## config.mk

```make
export PLATFORM = sky130hd
export DESIGN_NAME = tree_termination_detect_node_flat
export DESIGN_NICKNAME = d
export VERILOG_FILES = /design/src/rtl/core/ttd_pkg.sv /design/src/rtl/core/ttd_if.sv /design/src/rtl/core/ttd_queue.sv /design/src/rtl/core/ttd_front.sv /design/src/rtl/core/ttd_back.sv /design/src/rtl/core/tree_termination_detect_node.sv /design/src/flat_wrapper.sv
export SDC_FILE = /design/constraint.sdc
export NUM_CORES = 1
export LEC_CHECK = 0
export ABC_CLOCK_PERIOD_IN_PS = 6000
export BUFFER_PORTS_ARGS = -buffer_cell sky130_fd_sc_hd__buf_2
export CORE_MARGIN = 2
export CORE_UTILIZATION = 35
export CTS_CLUSTER_SIZE = 25
export DETAILED_ROUTE_END_ITERATION = 10
export PLACE_DENSITY = 0.56
export SLEW_MARGIN = 15
export SYNTH_ARGS = -nofsm -noshare
export SYNTH_HDL_FRONTEND = slang
export SYNTH_HIERARCHICAL = 1
export SYNTH_SLANG_ARGS = --single-unit
```

## constraint.sdc

```tcl
create_clock -name clk -period 6 [get_ports clk]
set_input_delay 0.6 -clock clk [delete_from_list [all_inputs] [get_ports clk]]
set_output_delay 0.6 -clock clk [all_outputs]
set_load 0.05 [all_outputs]
```

## src/rtl/core/ttd_pkg.sv

```systemverilog
// Types, codes and helper functions of the tree termination detect node.
// No dependencies; used by the cfg interface and every module of the block.
package ttd_pkg;

	localparam int CFG_INDEX_W = 3;
	localparam int CFG_DATA_W  = 16;
	localparam int QUEUE_DEPTH = 2;

	typedef enum logic [1:0] {
		OP_APP    = 2'd0,
		OP_TOKEN  = 2'd1,
		OP_REPEAT = 2'd2,
		OP_TICK   = 2'd3
	} ttd_op_t;

	typedef enum logic [2:0] {
		ACT_NONE   = 3'd0,
		ACT_APP    = 3'd1,
		ACT_TOKEN  = 3'd2,
		ACT_REPEAT = 3'd3,
		ACT_TERM   = 3'd4
	} ttd_action_t;

	typedef enum logic [CFG_INDEX_W-1:0] {
		REG_IS_ROOT      = 3'd0,
		REG_CHILD_MASK   = 3'd1,
		REG_SEND_LIMIT   = 3'd2,
		REG_START_ACTIVE = 3'd3,
		REG_FIRST_PHASE  = 3'd4
	} ttd_reg_t;

	// One classified event: an optional app message beat followed by an
	// optional second beat (token, termination report or repeat).
	typedef struct packed {
		logic        has_app;
		logic [7:0]  app_dest;
		ttd_action_t act2;
		logic        black;
		logic [7:0]  depth;
		logic [31:0] ctrl_a;
		logic [31:0] ctrl_b;
	} ttd_entry_t;

	function automatic logic [31:0] sat32(input logic [31:0] a, input logic [31:0] b);
		logic [32:0] s;
		s = {1'b0, a} + {1'b0, b};
		return s[32] ? 32'hFFFF_FFFF : s[31:0];
	endfunction

	function automatic logic [15:0] sat16_inc(input logic [15:0] a);
		return (a == 16'hFFFF) ? 16'hFFFF : a + 16'd1;
	endfunction

	function automatic logic [3:0] popcount8(input logic [7:0] v);
		logic [3:0] c;
		c = '0;
		for (int i = 0; i < 8; i++) begin
			c = c + {3'd0, v[i]};
		end
		return c;
	endfunction

endpackage

```

## src/rtl/core/ttd_if.sv

```systemverilog
// Handshake channel interfaces of the tree termination detect node:
// event input, result output and configuration write. Depends on ttd_pkg.
interface ttd_req_if;
	logic        valid;
	logic        ready;
	logic [1:0]  op;
	logic [2:0]  child_slot;
	logic        token_is_black;
	logic [7:0]  hop_count;
	logic [31:0] child_ctrl_count;
	logic [15:0] phase_length;
	logic [7:0]  neighbour_pick;

	modport source (output valid, op, child_slot, token_is_black, hop_count,
		child_ctrl_count, phase_length, neighbour_pick, input ready);
	modport sink (input valid, op, child_slot, token_is_black, hop_count,
		child_ctrl_count, phase_length, neighbour_pick, output ready);
endinterface

interface ttd_rsp_if;
	logic        valid;
	logic        ready;
	logic [2:0]  action;
	logic [7:0]  dest_neighbour;
	logic        sent_black;
	logic [7:0]  depth;
	logic [31:0] ctrl_total;
	logic        last;

	modport source (output valid, action, dest_neighbour, sent_black, depth,
		ctrl_total, last, input ready);
	modport sink (input valid, action, dest_neighbour, sent_black, depth,
		ctrl_total, last, output ready);
endinterface

interface ttd_cfg_if;
	import ttd_pkg::*;
	logic                   valid;
	logic                   ready;
	logic [CFG_INDEX_W-1:0] index;
	logic [CFG_DATA_W-1:0]  data;

	modport source (output valid, index, data, input ready);
	modport sink (input valid, index, data, output ready);
endinterface

```

## src/rtl/core/ttd_queue.sv

```systemverilog
// Short queue of classified events between the front and back parts.
// Depends on ttd_pkg for the entry type and depth.
module ttd_queue (
	input  logic                clk,
	input  logic                arst_n,
	input  logic                push,
	input  ttd_pkg::ttd_entry_t push_entry,
	output logic                full,
	input  logic                pop,
	output logic                head_valid,
	output ttd_pkg::ttd_entry_t head
);
	import ttd_pkg::*;

	localparam int PTR_W = (QUEUE_DEPTH > 1) ? $clog2(QUEUE_DEPTH) : 1;
	localparam int CNT_W = $clog2(QUEUE_DEPTH + 1);

	ttd_entry_t         mem_q [QUEUE_DEPTH];
	logic [PTR_W-1:0]   wr_ptr_q;
	logic [PTR_W-1:0]   rd_ptr_q;
	logic [CNT_W-1:0]   count_q;

	assign full       = (count_q == CNT_W'(QUEUE_DEPTH));
	assign head_valid = (count_q != '0);
	assign head       = mem_q[rd_ptr_q];

	always_ff @(posedge clk) begin
		if (push) begin
			mem_q[wr_ptr_q] <= push_entry;
		end
	end

	always_ff @(posedge clk or negedge arst_n) begin
		if (!arst_n) begin
			wr_ptr_q <= '0;
			rd_ptr_q <= '0;
			count_q  <= '0;
		end else begin
			if (push) begin
				wr_ptr_q <= (wr_ptr_q == PTR_W'(QUEUE_DEPTH - 1)) ? '0 : wr_ptr_q + 1'b1;
			end
			if (pop) begin
				rd_ptr_q <= (rd_ptr_q == PTR_W'(QUEUE_DEPTH - 1)) ? '0 : rd_ptr_q + 1'b1;
			end
			case ({push, pop})
				2'b10:   count_q <= count_q + 1'b1;
				2'b01:   count_q <= count_q - 1'b1;
				default: count_q <= count_q;
			endcase
		end
	end

endmodule

```

## src/rtl/core/ttd_front.sv

```systemverilog
// Front part: holds configuration and node state, takes one event a cycle unless
// held off, updates state, pushes classified results. Depends on ttd_pkg, ttd_if.
module ttd_front #(
	parameter int MAX_CHILDREN = 8
) (
	input  logic                clk,
	input  logic                arst_n,
	ttd_req_if.sink             req,
	ttd_cfg_if.sink             cfg,
	input  logic                q_full,
	output logic                push,
	output ttd_pkg::ttd_entry_t push_entry
);
	import ttd_pkg::*;

	localparam logic [7:0] SLOT_MASK = (MAX_CHILDREN >= 8) ? 8'hFF :
		8'((1 << MAX_CHILDREN) - 1);

	// configuration
	logic        is_root_q;
	logic [7:0]  child_mask_q;
	logic [15:0] send_limit_q;

	// node state
	logic        active_q, black_q, detect_q;
	logic [7:0]  heard_q, max_hop_q;
	logic [31:0] own_ctrl_q, kids_ctrl_q;
	logic [15:0] phase_sent_q, phase_target_q, total_sent_q;

	logic        n_active, n_black, n_detect;
	logic [7:0]  n_heard, n_max_hop;
	logic [31:0] n_own_ctrl, n_kids_ctrl;
	logic [15:0] n_phase_sent, n_phase_target, n_total_sent;
	logic        chk;
	logic [7:0]  kids;
	logic [7:0]  hop_up;
	ttd_entry_t  e;

	// hold off events while a register write goes in
	assign kids      = child_mask_q & SLOT_MASK;
	assign req.ready = !q_full && !cfg.valid;
	assign cfg.ready = 1'b1;
	assign push      = req.valid && !q_full && !cfg.valid;
	assign push_entry = e;

	always_comb begin
		n_active       = active_q;
		n_black        = black_q;
		n_detect       = detect_q;
		n_heard        = heard_q;
		n_max_hop      = max_hop_q;
		n_own_ctrl     = own_ctrl_q;
		n_kids_ctrl    = kids_ctrl_q;
		n_phase_sent   = phase_sent_q;
		n_phase_target = phase_target_q;
		n_total_sent   = total_sent_q;
		chk            = 1'b0;
		hop_up         = '0;
		e              = '0;
		e.act2         = ACT_NONE;

		case (req.op)
			OP_APP: begin
				if (!active_q && total_sent_q < send_limit_q) begin
					n_active       = 1'b1;
					n_phase_sent   = '0;
					n_phase_target = req.phase_length;
				end
			end
			OP_TOKEN: begin
				if (req.hop_count > max_hop_q) n_max_hop = req.hop_count;
				n_kids_ctrl = sat32(kids_ctrl_q, req.child_ctrl_count);
				if (req.token_is_black) n_black = 1'b1;
				if ({29'd0, req.child_slot} < 32'(MAX_CHILDREN)) begin
					n_heard = heard_q | (8'd1 << req.child_slot);
				end
				chk = 1'b1;
			end
			OP_REPEAT: begin
				n_detect    = 1'b1;
				n_black     = 1'b0;
				n_heard     = '0;
				n_max_hop   = '0;
				n_kids_ctrl = '0;
				n_own_ctrl  = sat32(own_ctrl_q, {28'd0, popcount8(kids)});
				if (kids != '0) e.act2 = ACT_REPEAT;
			end
			OP_TICK: begin
				if (!active_q) begin
					chk = 1'b1;
				end else begin
					e.has_app    = 1'b1;
					e.app_dest   = req.neighbour_pick;
					n_black      = 1'b1;
					n_phase_sent = sat16_inc(phase_sent_q);
					n_total_sent = sat16_inc(total_sent_q);
					if (n_phase_sent >= phase_target_q || n_total_sent >= send_limit_q) begin
						n_active = 1'b0;
						chk      = 1'b1;
					end
				end
			end
			default: ;
		endcase

		// completion: passive, detecting and every child slot heard
		if (chk && !n_active && n_detect && ((n_heard & kids) == kids)) begin
			n_heard = '0;
			if (!is_root_q) begin
				hop_up     = (kids != '0) ? n_max_hop : 8'd0;
				hop_up     = (hop_up == 8'hFF) ? 8'hFF : hop_up + 8'd1;
				n_own_ctrl = sat32(own_ctrl_q, 32'd1);
				e.act2     = ACT_TOKEN;
				e.black    = n_black;
				e.depth    = hop_up;
				e.ctrl_a   = n_own_ctrl;
				e.ctrl_b   = n_kids_ctrl;
				n_black    = 1'b0;
				n_detect   = 1'b0;
			end else if (!n_black) begin
				e.act2   = ACT_TERM;
				e.ctrl_a = n_own_ctrl;
				e.ctrl_b = n_kids_ctrl;
				n_detect = 1'b0;
			end else begin
				n_own_ctrl  = sat32(own_ctrl_q, {28'd0, popcount8(kids)});
				if (kids != '0) e.act2 = ACT_REPEAT;
				n_black     = 1'b0;
				n_kids_ctrl = '0;
			end
		end
	end

	always_ff @(posedge clk or negedge arst_n) begin
		if (!arst_n) begin
			is_root_q      <= 1'b0;
			child_mask_q   <= '0;
			send_limit_q   <= '0;
			active_q       <= 1'b0;
			black_q        <= 1'b0;
			detect_q       <= 1'b1;
			heard_q        <= '0;
			max_hop_q      <= '0;
			own_ctrl_q     <= '0;
			kids_ctrl_q    <= '0;
			phase_sent_q   <= '0;
			phase_target_q <= 16'd1;
			total_sent_q   <= '0;
		end else if (cfg.valid) begin
			case (cfg.index)
				REG_IS_ROOT:      is_root_q    <= cfg.data[0];
				REG_CHILD_MASK:   child_mask_q <= cfg.data[7:0];
				REG_SEND_LIMIT:   send_limit_q <= cfg.data;
				REG_START_ACTIVE: begin
					active_q     <= cfg.data[0];
					phase_sent_q <= '0;
				end
				REG_FIRST_PHASE:  phase_target_q <= cfg.data;
				default: ;
			endcase
		end else if (push) begin
			active_q       <= n_active;
			black_q        <= n_black;
			detect_q       <= n_detect;
			heard_q        <= n_heard;
			max_hop_q      <= n_max_hop;
			own_ctrl_q     <= n_own_ctrl;
			kids_ctrl_q    <= n_kids_ctrl;
			phase_sent_q   <= n_phase_sent;
			phase_target_q <= n_phase_target;
			total_sent_q   <= n_total_sent;
		end
	end

endmodule

```

## src/rtl/core/ttd_back.sv

```systemverilog
// Back part: drains classified events from the queue into one or two result
// beats through a registered output. Depends on ttd_pkg, ttd_if.
module ttd_back (
	input  logic                clk,
	input  logic                arst_n,
	input  logic                head_valid,
	input  ttd_pkg::ttd_entry_t head,
	output logic                pop,
	ttd_rsp_if.source           rsp
);
	import ttd_pkg::*;

	logic        valid_q;
	logic        second_q;
	logic [2:0]  action_q;
	logic [7:0]  dest_q;
	logic        black_q;
	logic [7:0]  depth_q;
	logic [31:0] ctrl_q;
	logic        last_q;

	logic        load, split, app_beat;

	assign load     = !valid_q || rsp.ready;
	assign split    = head.has_app && (head.act2 != ACT_NONE);
	assign app_beat = head.has_app && !second_q;
	assign pop      = head_valid && load && (!app_beat || !split);

	assign rsp.valid          = valid_q;
	assign rsp.action         = action_q;
	assign rsp.dest_neighbour = dest_q;
	assign rsp.sent_black     = black_q;
	assign rsp.depth          = depth_q;
	assign rsp.ctrl_total     = ctrl_q;
	assign rsp.last           = last_q;

	always_ff @(posedge clk or negedge arst_n) begin
		if (!arst_n) begin
			valid_q  <= 1'b0;
			second_q <= 1'b0;
		end else if (load) begin
			valid_q  <= head_valid;
			if (head_valid) second_q <= app_beat && split;
		end
	end

	always_ff @(posedge clk) begin
		if (load && head_valid) begin
			if (app_beat) begin
				action_q <= ACT_APP;
				dest_q   <= head.app_dest;
				black_q  <= 1'b0;
				depth_q  <= '0;
				ctrl_q   <= '0;
				last_q   <= !split;
			end else begin
				action_q <= head.act2;
				dest_q   <= '0;
				black_q  <= head.black;
				depth_q  <= head.depth;
				ctrl_q   <= sat32(head.ctrl_a, head.ctrl_b);
				last_q   <= 1'b1;
			end
		end
	end

endmodule

```

## src/rtl/core/tree_termination_detect_node.sv

```systemverilog
// Top level of one spanning-tree termination detection node.
// Depends on ttd_pkg, ttd_if, ttd_front, ttd_queue, ttd_back.
//
//  channel | dir | handshake     | payload
//  --------+-----+---------------+------------------------------------------
//  req     | in  | valid / ready | op, child_slot, token_is_black, hop_count,
//          |     |               | child_ctrl_count, phase_length,
//          |     |               | neighbour_pick
//  rsp     | out | valid / ready | action, dest_neighbour, sent_black, depth,
//          |     |               | ctrl_total, last
//  cfg     | in  | valid / ready | index, data (ready always high)
//
// An event is classified and the node state updated in the cycle it is taken,
// so one event enters per cycle while req is ready. Each event gives one
// result beat, or two when a tick both sends an app message and completes
// detection; the back part sends one beat per cycle unless rsp stalls, which
// sets the output rate. A two-entry queue separates the parts and the output
// is registered, so a stalled rsp holds the back while the front takes events
// until the queue fills. Reset is asynchronous and needs no clearing pass.
module tree_termination_detect_node #(
	parameter int MAX_CHILDREN = 8
) (
	input  logic      clk,
	input  logic      arst_n,
	ttd_req_if.sink   req,
	ttd_cfg_if.sink   cfg,
	ttd_rsp_if.source rsp
);
	import ttd_pkg::*;

	// front to queue
	logic       push;
	ttd_entry_t push_entry;
	logic       q_full;

	// queue to back
	logic       head_valid;
	ttd_entry_t head;
	logic       pop;

	// classify events and advance node state
	ttd_front #(
		.MAX_CHILDREN(MAX_CHILDREN)
	) u_front (
		.clk        (clk),
		.arst_n     (arst_n),
		.req        (req),
		.cfg        (cfg),
		.q_full     (q_full),
		.push       (push),
		.push_entry (push_entry)
	);

	// hold classified events while the output stalls
	ttd_queue u_queue (
		.clk        (clk),
		.arst_n     (arst_n),
		.push       (push),
		.push_entry (push_entry),
		.full       (q_full),
		.pop        (pop),
		.head_valid (head_valid),
		.head       (head)
	);

	// split each event into its result beats and drive rsp
	ttd_back u_back (
		.clk        (clk),
		.arst_n     (arst_n),
		.head_valid (head_valid),
		.head       (head),
		.pop        (pop),
		.rsp        (rsp)
	);

endmodule

```

## src/flat_wrapper.sv

```systemverilog
// flat-port wrapper written by rule: the top's interface ports become plain ports
module tree_termination_detect_node_flat import ttd_pkg::*;
#(
	parameter int MAX_CHILDREN = 8
)
  (clk, arst_n, req_valid, req_op, req_child_slot, req_token_is_black, req_hop_count, req_child_ctrl_count, req_phase_length, req_neighbour_pick, req_ready, cfg_valid, cfg_index, cfg_data, cfg_ready, rsp_valid, rsp_action, rsp_dest_neighbour, rsp_sent_black, rsp_depth, rsp_ctrl_total, rsp_last, rsp_ready);
  ttd_req_if req_i ();
  ttd_cfg_if cfg_i ();
  ttd_rsp_if rsp_i ();
  input  logic clk;
  input  logic arst_n;
  input wire logic [$bits(req_i.valid)-1:0] req_valid;
  input wire logic [$bits(req_i.op)-1:0] req_op;
  input wire logic [$bits(req_i.child_slot)-1:0] req_child_slot;
  input wire logic [$bits(req_i.token_is_black)-1:0] req_token_is_black;
  input wire logic [$bits(req_i.hop_count)-1:0] req_hop_count;
  input wire logic [$bits(req_i.child_ctrl_count)-1:0] req_child_ctrl_count;
  input wire logic [$bits(req_i.phase_length)-1:0] req_phase_length;
  input wire logic [$bits(req_i.neighbour_pick)-1:0] req_neighbour_pick;
  output wire logic [$bits(req_i.ready)-1:0] req_ready;
  input wire logic [$bits(cfg_i.valid)-1:0] cfg_valid;
  input wire logic [$bits(cfg_i.index)-1:0] cfg_index;
  input wire logic [$bits(cfg_i.data)-1:0] cfg_data;
  output wire logic [$bits(cfg_i.ready)-1:0] cfg_ready;
  output wire logic [$bits(rsp_i.valid)-1:0] rsp_valid;
  output wire logic [$bits(rsp_i.action)-1:0] rsp_action;
  output wire logic [$bits(rsp_i.dest_neighbour)-1:0] rsp_dest_neighbour;
  output wire logic [$bits(rsp_i.sent_black)-1:0] rsp_sent_black;
  output wire logic [$bits(rsp_i.depth)-1:0] rsp_depth;
  output wire logic [$bits(rsp_i.ctrl_total)-1:0] rsp_ctrl_total;
  output wire logic [$bits(rsp_i.last)-1:0] rsp_last;
  input wire logic [$bits(rsp_i.ready)-1:0] rsp_ready;
  assign req_i.valid = req_valid;
  assign req_i.op = req_op;
  assign req_i.child_slot = req_child_slot;
  assign req_i.token_is_black = req_token_is_black;
  assign req_i.hop_count = req_hop_count;
  assign req_i.child_ctrl_count = req_child_ctrl_count;
  assign req_i.phase_length = req_phase_length;
  assign req_i.neighbour_pick = req_neighbour_pick;
  assign req_ready = req_i.ready;
  assign cfg_i.valid = cfg_valid;
  assign cfg_i.index = cfg_index;
  assign cfg_i.data = cfg_data;
  assign cfg_ready = cfg_i.ready;
  assign rsp_valid = rsp_i.valid;
  assign rsp_action = rsp_i.action;
  assign rsp_dest_neighbour = rsp_i.dest_neighbour;
  assign rsp_sent_black = rsp_i.sent_black;
  assign rsp_depth = rsp_i.depth;
  assign rsp_ctrl_total = rsp_i.ctrl_total;
  assign rsp_last = rsp_i.last;
  assign rsp_i.ready = rsp_ready;
  tree_termination_detect_node #(.MAX_CHILDREN(MAX_CHILDREN)) u_core (.clk(clk), .arst_n(arst_n), .req(req_i), .cfg(cfg_i), .rsp(rsp_i));
endmodule
```

# Word level (Yosys, flattened, before mapping)
# Memories as Yosys holds them, arrays and structs flattened.
# Cells that the tools add are included.
# totals
register_bits	215
ram_bits	170
input_bits	94
mem_count	1
# memory_table
memory	words	word_bits	read_ports	rd_clocked_by_memory_dff	write_ports	line	text
u_core.u_queue.mem_q	2	85	1	0	1	ttd_queue.sv:18	ttd_entry_t mem_q [QUEUE_DEPTH];
# op_classes
n_addsub	18
n_lt_le_gt_ge	4
n_eq_ne	18
n_shift	1
muxes	65
n_bitwise	3
reduce_logical	42
# op_table
cell	n
two-way mux 32 bit	11
two-way mux 16 bit	12
two-way mux 64 bit	2
two-way mux 76 bit	1
adder 32 x 32 -> 33 bit	2
case mux 32 bit (2 select lines)	1
adder 32 x 1 -> 33 bit (second input constant)	1
adder 32 x 4 -> 33 bit	1
adder 16 x 1 -> 16 bit (second input constant)	2
== test 16 bit (second input constant)	2
greater-or-equal comparator 16 bit	2
two-way mux 8 bit	4
case mux 16 bit (2 select lines)	1
case mux 8 bit (2 select lines)	2
two-way mux 9 bit	3
two-way mux 1 bit	19
adder 4 x 1 -> 4 bit	4
less-than comparator 16 bit	1
logical AND 1 bit	12
two-way mux 3 bit	4
AND reduction 2 bit	6
nonzero test 2 bit	5
adder 8 x 1 -> 8 bit (second input constant)	1
bitwise AND 8 bit	1
other kinds (31)	51

# Depth between registers and ports, before layout
# depth
depth_word	13
depth_mapped	22
ltp_nobuf	19

# By module
# The synthesis kept the hierarchy.
# by_module_without_submodules
module	instances	cells_each	area_per_inst_um2
ttd_front	1	1853	14348.8
ttd_queue	1	281	6525.0
ttd_back	1	361	3786.1

# Worst setup path before layout
# OpenSTA, ideal clock, no wires.
# synth_path
path_type	input -> register
from	input cfg_valid
to	memory u_core/u_queue/mem_q[0][0] in the netlist's numbering, enable pin
setup_time_ns	0.529
arrival_time_ns	6.107
slack_ns	-0.636
cell_stages	7
path_buffers	2
cell_sequence	nor2_1 > nand2_1 > inv_2 > clkbuf_1 > buf_1 > inv_1 > nor2_1
# synth_via
elab_chain_len	4
# synth_lines
element	line	text
start, declared	flat_wrapper.sv:21	input wire logic [$bits(cfg_i.valid)-1:0] cfg_valid;
zero test 1 bit	ttd_front.sv:43	assign push = req.valid && !q_full && !cfg.valid;
logical AND 1 bit	ttd_front.sv:43	
net u_core.push	tree_termination_detect_node.sv:32	logic push;
two-way mux 1 bit	ttd_queue.sv:28	if (push) begin
two-way mux 1 bit (not written as such)	ttd_queue.sv:29	mem_q[wr_ptr_q] <= push_entry;
end, declared	ttd_queue.sv:18	
# The timed path passes the listed nets, and every way through them passes these cells.

==> results.md <==
- The number of antenna violations at the first check in global routing is 0.
- The tool flagged a number of max-cap violations equal to 0.
- At the end of the flow, the number of nets in the layout was 2837.
- Of the total synthesized cell area, the portion taken by AND, OR, NAND and NOR gates is 0.157.
- Summed over all layers, the global routing overflow is 0.
- The share of the synthesized area in compound gates (AO/OA/AOI/OAI) came to 0.195.
- Summed over all cells, the static leakage comes to between 0.01 and 0.015 uW.
- The worst ir drop on vdd is 0.000360 V.
- The post-synthesis cell count is 2495.
- The slowest stage of the critical path is the or4_1 cell.
- Of the cells placed in the final design, the portion with a size suffix greater than 1 is 0.161.
- The clock drives about 390 sinks.
- In this run the remaining antenna-violating nets after routing total 0.
- Clock-pin slew was measured on the worst setup and hold paths at 0.06 ns.
- The initial utilization of the core area, before any placement, comes to 0.353.
- The highest achievable clock rate is about 180 MHz.
- The CTS tree is built.
- The worst pin sits at a relative slew slack of 0.316.
- In this run the worst path has a maximum fanout of 24.
- The count of distinct cell types in the synthesized netlist is 101.
- The first detailed-routing pass took 5 iterations.
- Traced cell by cell, the critical path runs through ha_1, nand2_1, nor2_1, nand3_1, or4_1, nand2_1, ha_1, nand4_1, nor4_1, or4b_1, and3_1, a21o_1, nor3_4, nand2_2, o2bb2ai_1.
- The path type of the worst setup path is reg -> reg.
- The main combinational cell family by area after synthesis is compound AO/OA/AOI/OAI gates.
- By count the netlist is led by nand2_1, edfxtp_1, a21oi_1.
- The Yosys step of the flow raised 6 warnings.
- Setup violations remaining at the end of the flow were counted as 0.
- STA puts the critical path data required time at 6.39 ns.
- Each instance of the synthesized netlist takes up on average 9.88 um^2.
- The kind of end point of the critical path is a flop.
- edfxtp_1 takes more of the synthesized area than any other cell.
- The ratio of final minimum period to clock period is 0.912.
- The worst-skew pair later-pin latency is between 0.6 and 0.7 ns.
- The number of design-rule violations left by the first detailed-router iteration is 1592.
- The number of port buffers is 148.
- On the final layout, the worst clock skew is between 0.03 and 0.04 ns.
- Of the total synthesized cell area, the portion taken by full adders, half adders and majority gates is 0.0742.
- The xor/xnor cell area share of the yosys netlist is 0.0369.
- The final wirelength is between 70000 and 80000 um.
- The tightest min-delay check is of the in -> reg type.
- The maximum clock insertion buffer count is 3.
- The mapped netlist covers 24700 um^2.
- The routed layout has about 20000 vias.
- The share of the Yosys chip area taken by registers is 0.436.
- The number of antenna diodes is 0.
- In this design, the stage delay of the slowest critical-path cell is 0.81 ns.
- The final critical-path required period is 5.47 ns.
- The first global-routing pass estimated ~120000 um of wire.
- In the global route stage, overall resource usage came out at 0.203.
- The clock root buffer master is clkbuf_16.
- The max-slew violation count is 0.
- The flip-flop cell with the highest count after synthesis is edfxtp_1.
- The die outline width is 269 um.
- The total DRC errors in the routed layout is 0.
- The power density relative to cell area is 477 nW/um^2.
- The pin count of the biggest net entering global routing is 62.
- Compared with the post-synthesis result, the final layout area differs by 13.0%.
- The number of global-route vias before repair is 20045.
- The number of placement rows is 97.
- The flow ran to the end, and the final reports show no timing, DRC or antenna violations.
- The post-route cell area is 27900 um^2.
- The number of flops mapped to enable cells by yosys is 223.
- For the worst setup path, the data arrival time is about 6 ns.
- The sum of net half-perimeters after detailed placement is between 50000 and 60000 um.
- The number of buffers created by CTS is 47.
- At the pin with the least slew margin, the transition time is 1.02 ns.
- The critical path buffer and inverter count is 0.
- Counting flops with an async set or reset pin after synthesis yields a share of 0.421.
- The number of nets in the synthesized netlist is roughly 2700.
- The sum of negative setup slack is 0 ns.
- On the critical path the largest part of the delay comes from simple AND/OR/NAND/NOR gates.
- Of the post-synthesis cell area, the part taken by muxes is 0.0567.
- After clock tree synthesis, the setup repair step added 0 buffers.
- The post-detailed-route wirelength per cell is 20.9 um.
- Counting flops and latches in the post-synthesis netlist gives between 300 and 400.
- The area of placed instances is 26300 um^2.
- The floorplan step defined a core boundary enclosing 69900 um^2.
- Setup repair after global routing left no endpoint under its margin.
- The share of synthesized area in the top cell type comes to 0.272.
- The type of element launching the critical path is a flop.
- Using the TritonRoute via totals, the vias-per-cell ratio works out to between 5 and 6.
- The die covers 72600 um^2.
- By area the synthesized netlist is led by edfxtp_1, dfrtp_1, ha_1, a21oi_1, nand2_1.
- Pin placement for this block handled 150 I/O pins.
- CTS built an H-tree with a depth of 2.
- The die is 269 um tall.
- Among all cell types in the netlist, the one instantiated most often is nand2_1.
- The total count of hold-check failures in the final report is 0.
- The congestion estimate from routability-driven global placement came to 0.947.
==> area by class of cell <==
class / count / area (um^2)
multi-input combinational: 1876 / 12900
timing repair buffer: 195 / 1110
inverter: 96 / 362
fill: 6914 / 42000
clock buffer: 65 / 1290
clock inverter: 21 / 283
tap: 940 / 1180
sequential: 385 / 10800
==> registers in the layout, summed over array words and instances, names as in the netlist, 2 cells and up <==
| name | flops |
|---|---|
| u_core/u_queue/mem_q | 170 |
| u_core/u_front/heard_q | 8 |
| u_core/u_queue/count_q | 2 |
| u_core/u_front/child_mask_q | 8 |
| u_core/u_front/own_ctrl_q | 32 |
| u_core/u_front/send_limit_q | 16 |
| u_core/u_front/phase_sent_q | 16 |
| u_core/u_back/rsp.action | 3 |
| u_core/u_front/total_sent_q | 16 |
| u_core/u_back/rsp.depth | 8 |
| u_core/u_front/kids_ctrl_q | 32 |
| u_core/u_front/phase_target_q | 16 |
| u_core/u_front/max_hop_q | 8 |
| u_core/u_back/rsp.dest_neighbour | 8 |
| u_core/u_back/rsp.ctrl_total | 32 |
==> layer usage <==
layer	part of all wire	wire length, um	GRT usage	vias up
li1	-	-	-	9497
met1	0.44	33200	0.263	9948
met2	0.48	35700	0.343	551
met3	0.047	3510	0.0282	140
met4	0.033	2490	0.0737	0
met5	0	0	0	-
==> power by group <==
| part | internal [uW] | leakage (uW) | switching [uW] | total [uW] |
|---|---|---|---|---|
| sequential | 3580 | 0.00420 | 597 | 4180 |
| clock | 1730 | 0.000758 | 1160 | 2890 |
| combinational | 2320 | 0.00631 | 3910 | 6230 |
==> final timing paths <==
check | start | endpoint | slack (ns) | cells after the start
setup / recovery | u_core/u_front/total_sent_q[0]$_DFFE_PN0P_ | u_core/u_queue/mem_q[0][24]$_DFFE_PP_ | 0.53 | 15
hold / removal | cfg_data[15] | u_core/u_front/send_limit_q[15]$_DFFE_PN0P_ | 0.23 | 3
setup reg to reg | u_core/u_front/total_sent_q[0]$_DFFE_PN0P_ | u_core/u_queue/mem_q[0][24]$_DFFE_PP_ | 0.53 | 15
hold reg to reg | u_core/u_front/phase_target_q[12]$_DFFE_PN0P_ | u_core/u_front/phase_target_q[12]$_DFFE_PN0P_ | 0.48 | 2
max in group asynchronous | arst_n | u_core/u_queue/rd_ptr_q$_DFFE_PN0P_ | 4.15 | 3
min in group asynchronous | arst_n | u_core/u_front/kids_ctrl_q[19]$_DFFE_PN0P_ | 0.55 | 2
==> tightest hold or removal path, stage by stage <==
cell     delay, ns
buf_2         0.09
nand2_1       0.04
o21ai_0       0.06
==> kinds of logic after synthesis <==
logic type / count (synthesis)
DFF: 385
other: 1
buffers and inverters: 234
and+or+nand+nor: 788
muxes: 113
xor gates and xnor gates: 104
adders and majority gates: 142
AOI/OAI and AO/OA: 728
==> through the flow <==
step                      std cells  setup slack, ns  hold WS (ns)   util  total power [uW]
after floorplan                2495            0.781         0.304      -              8800
after global placement         3491            0.788         0.465  0.376             10300
after detailed placement       3491            0.667         0.471  0.376             10400
after CTS                      3578            0.578         0.206  0.399             13400
after global routing           3578            0.160         0.227  0.399             14200
final                          3578            0.527         0.228  0.399             13300
==> layout by cell type (no fill, tap or decap), drive strengths merged, types with 65 or more instances in the layout <==
cell type,instances
a21oi,218
buf,194
clkbuf,65
dfrtp,160
edfxtp,223
ha,135
inv,96
mux2,93
nand2,229
nand3,72
nor2,215
o21ai,146
==> timing repair <==
action,4_1_cts,5_1_grt
hold buffers,1,0
resized for setup,0,0
hold endpoints to repair,27,0
Power figures use the tool's default switching activity.
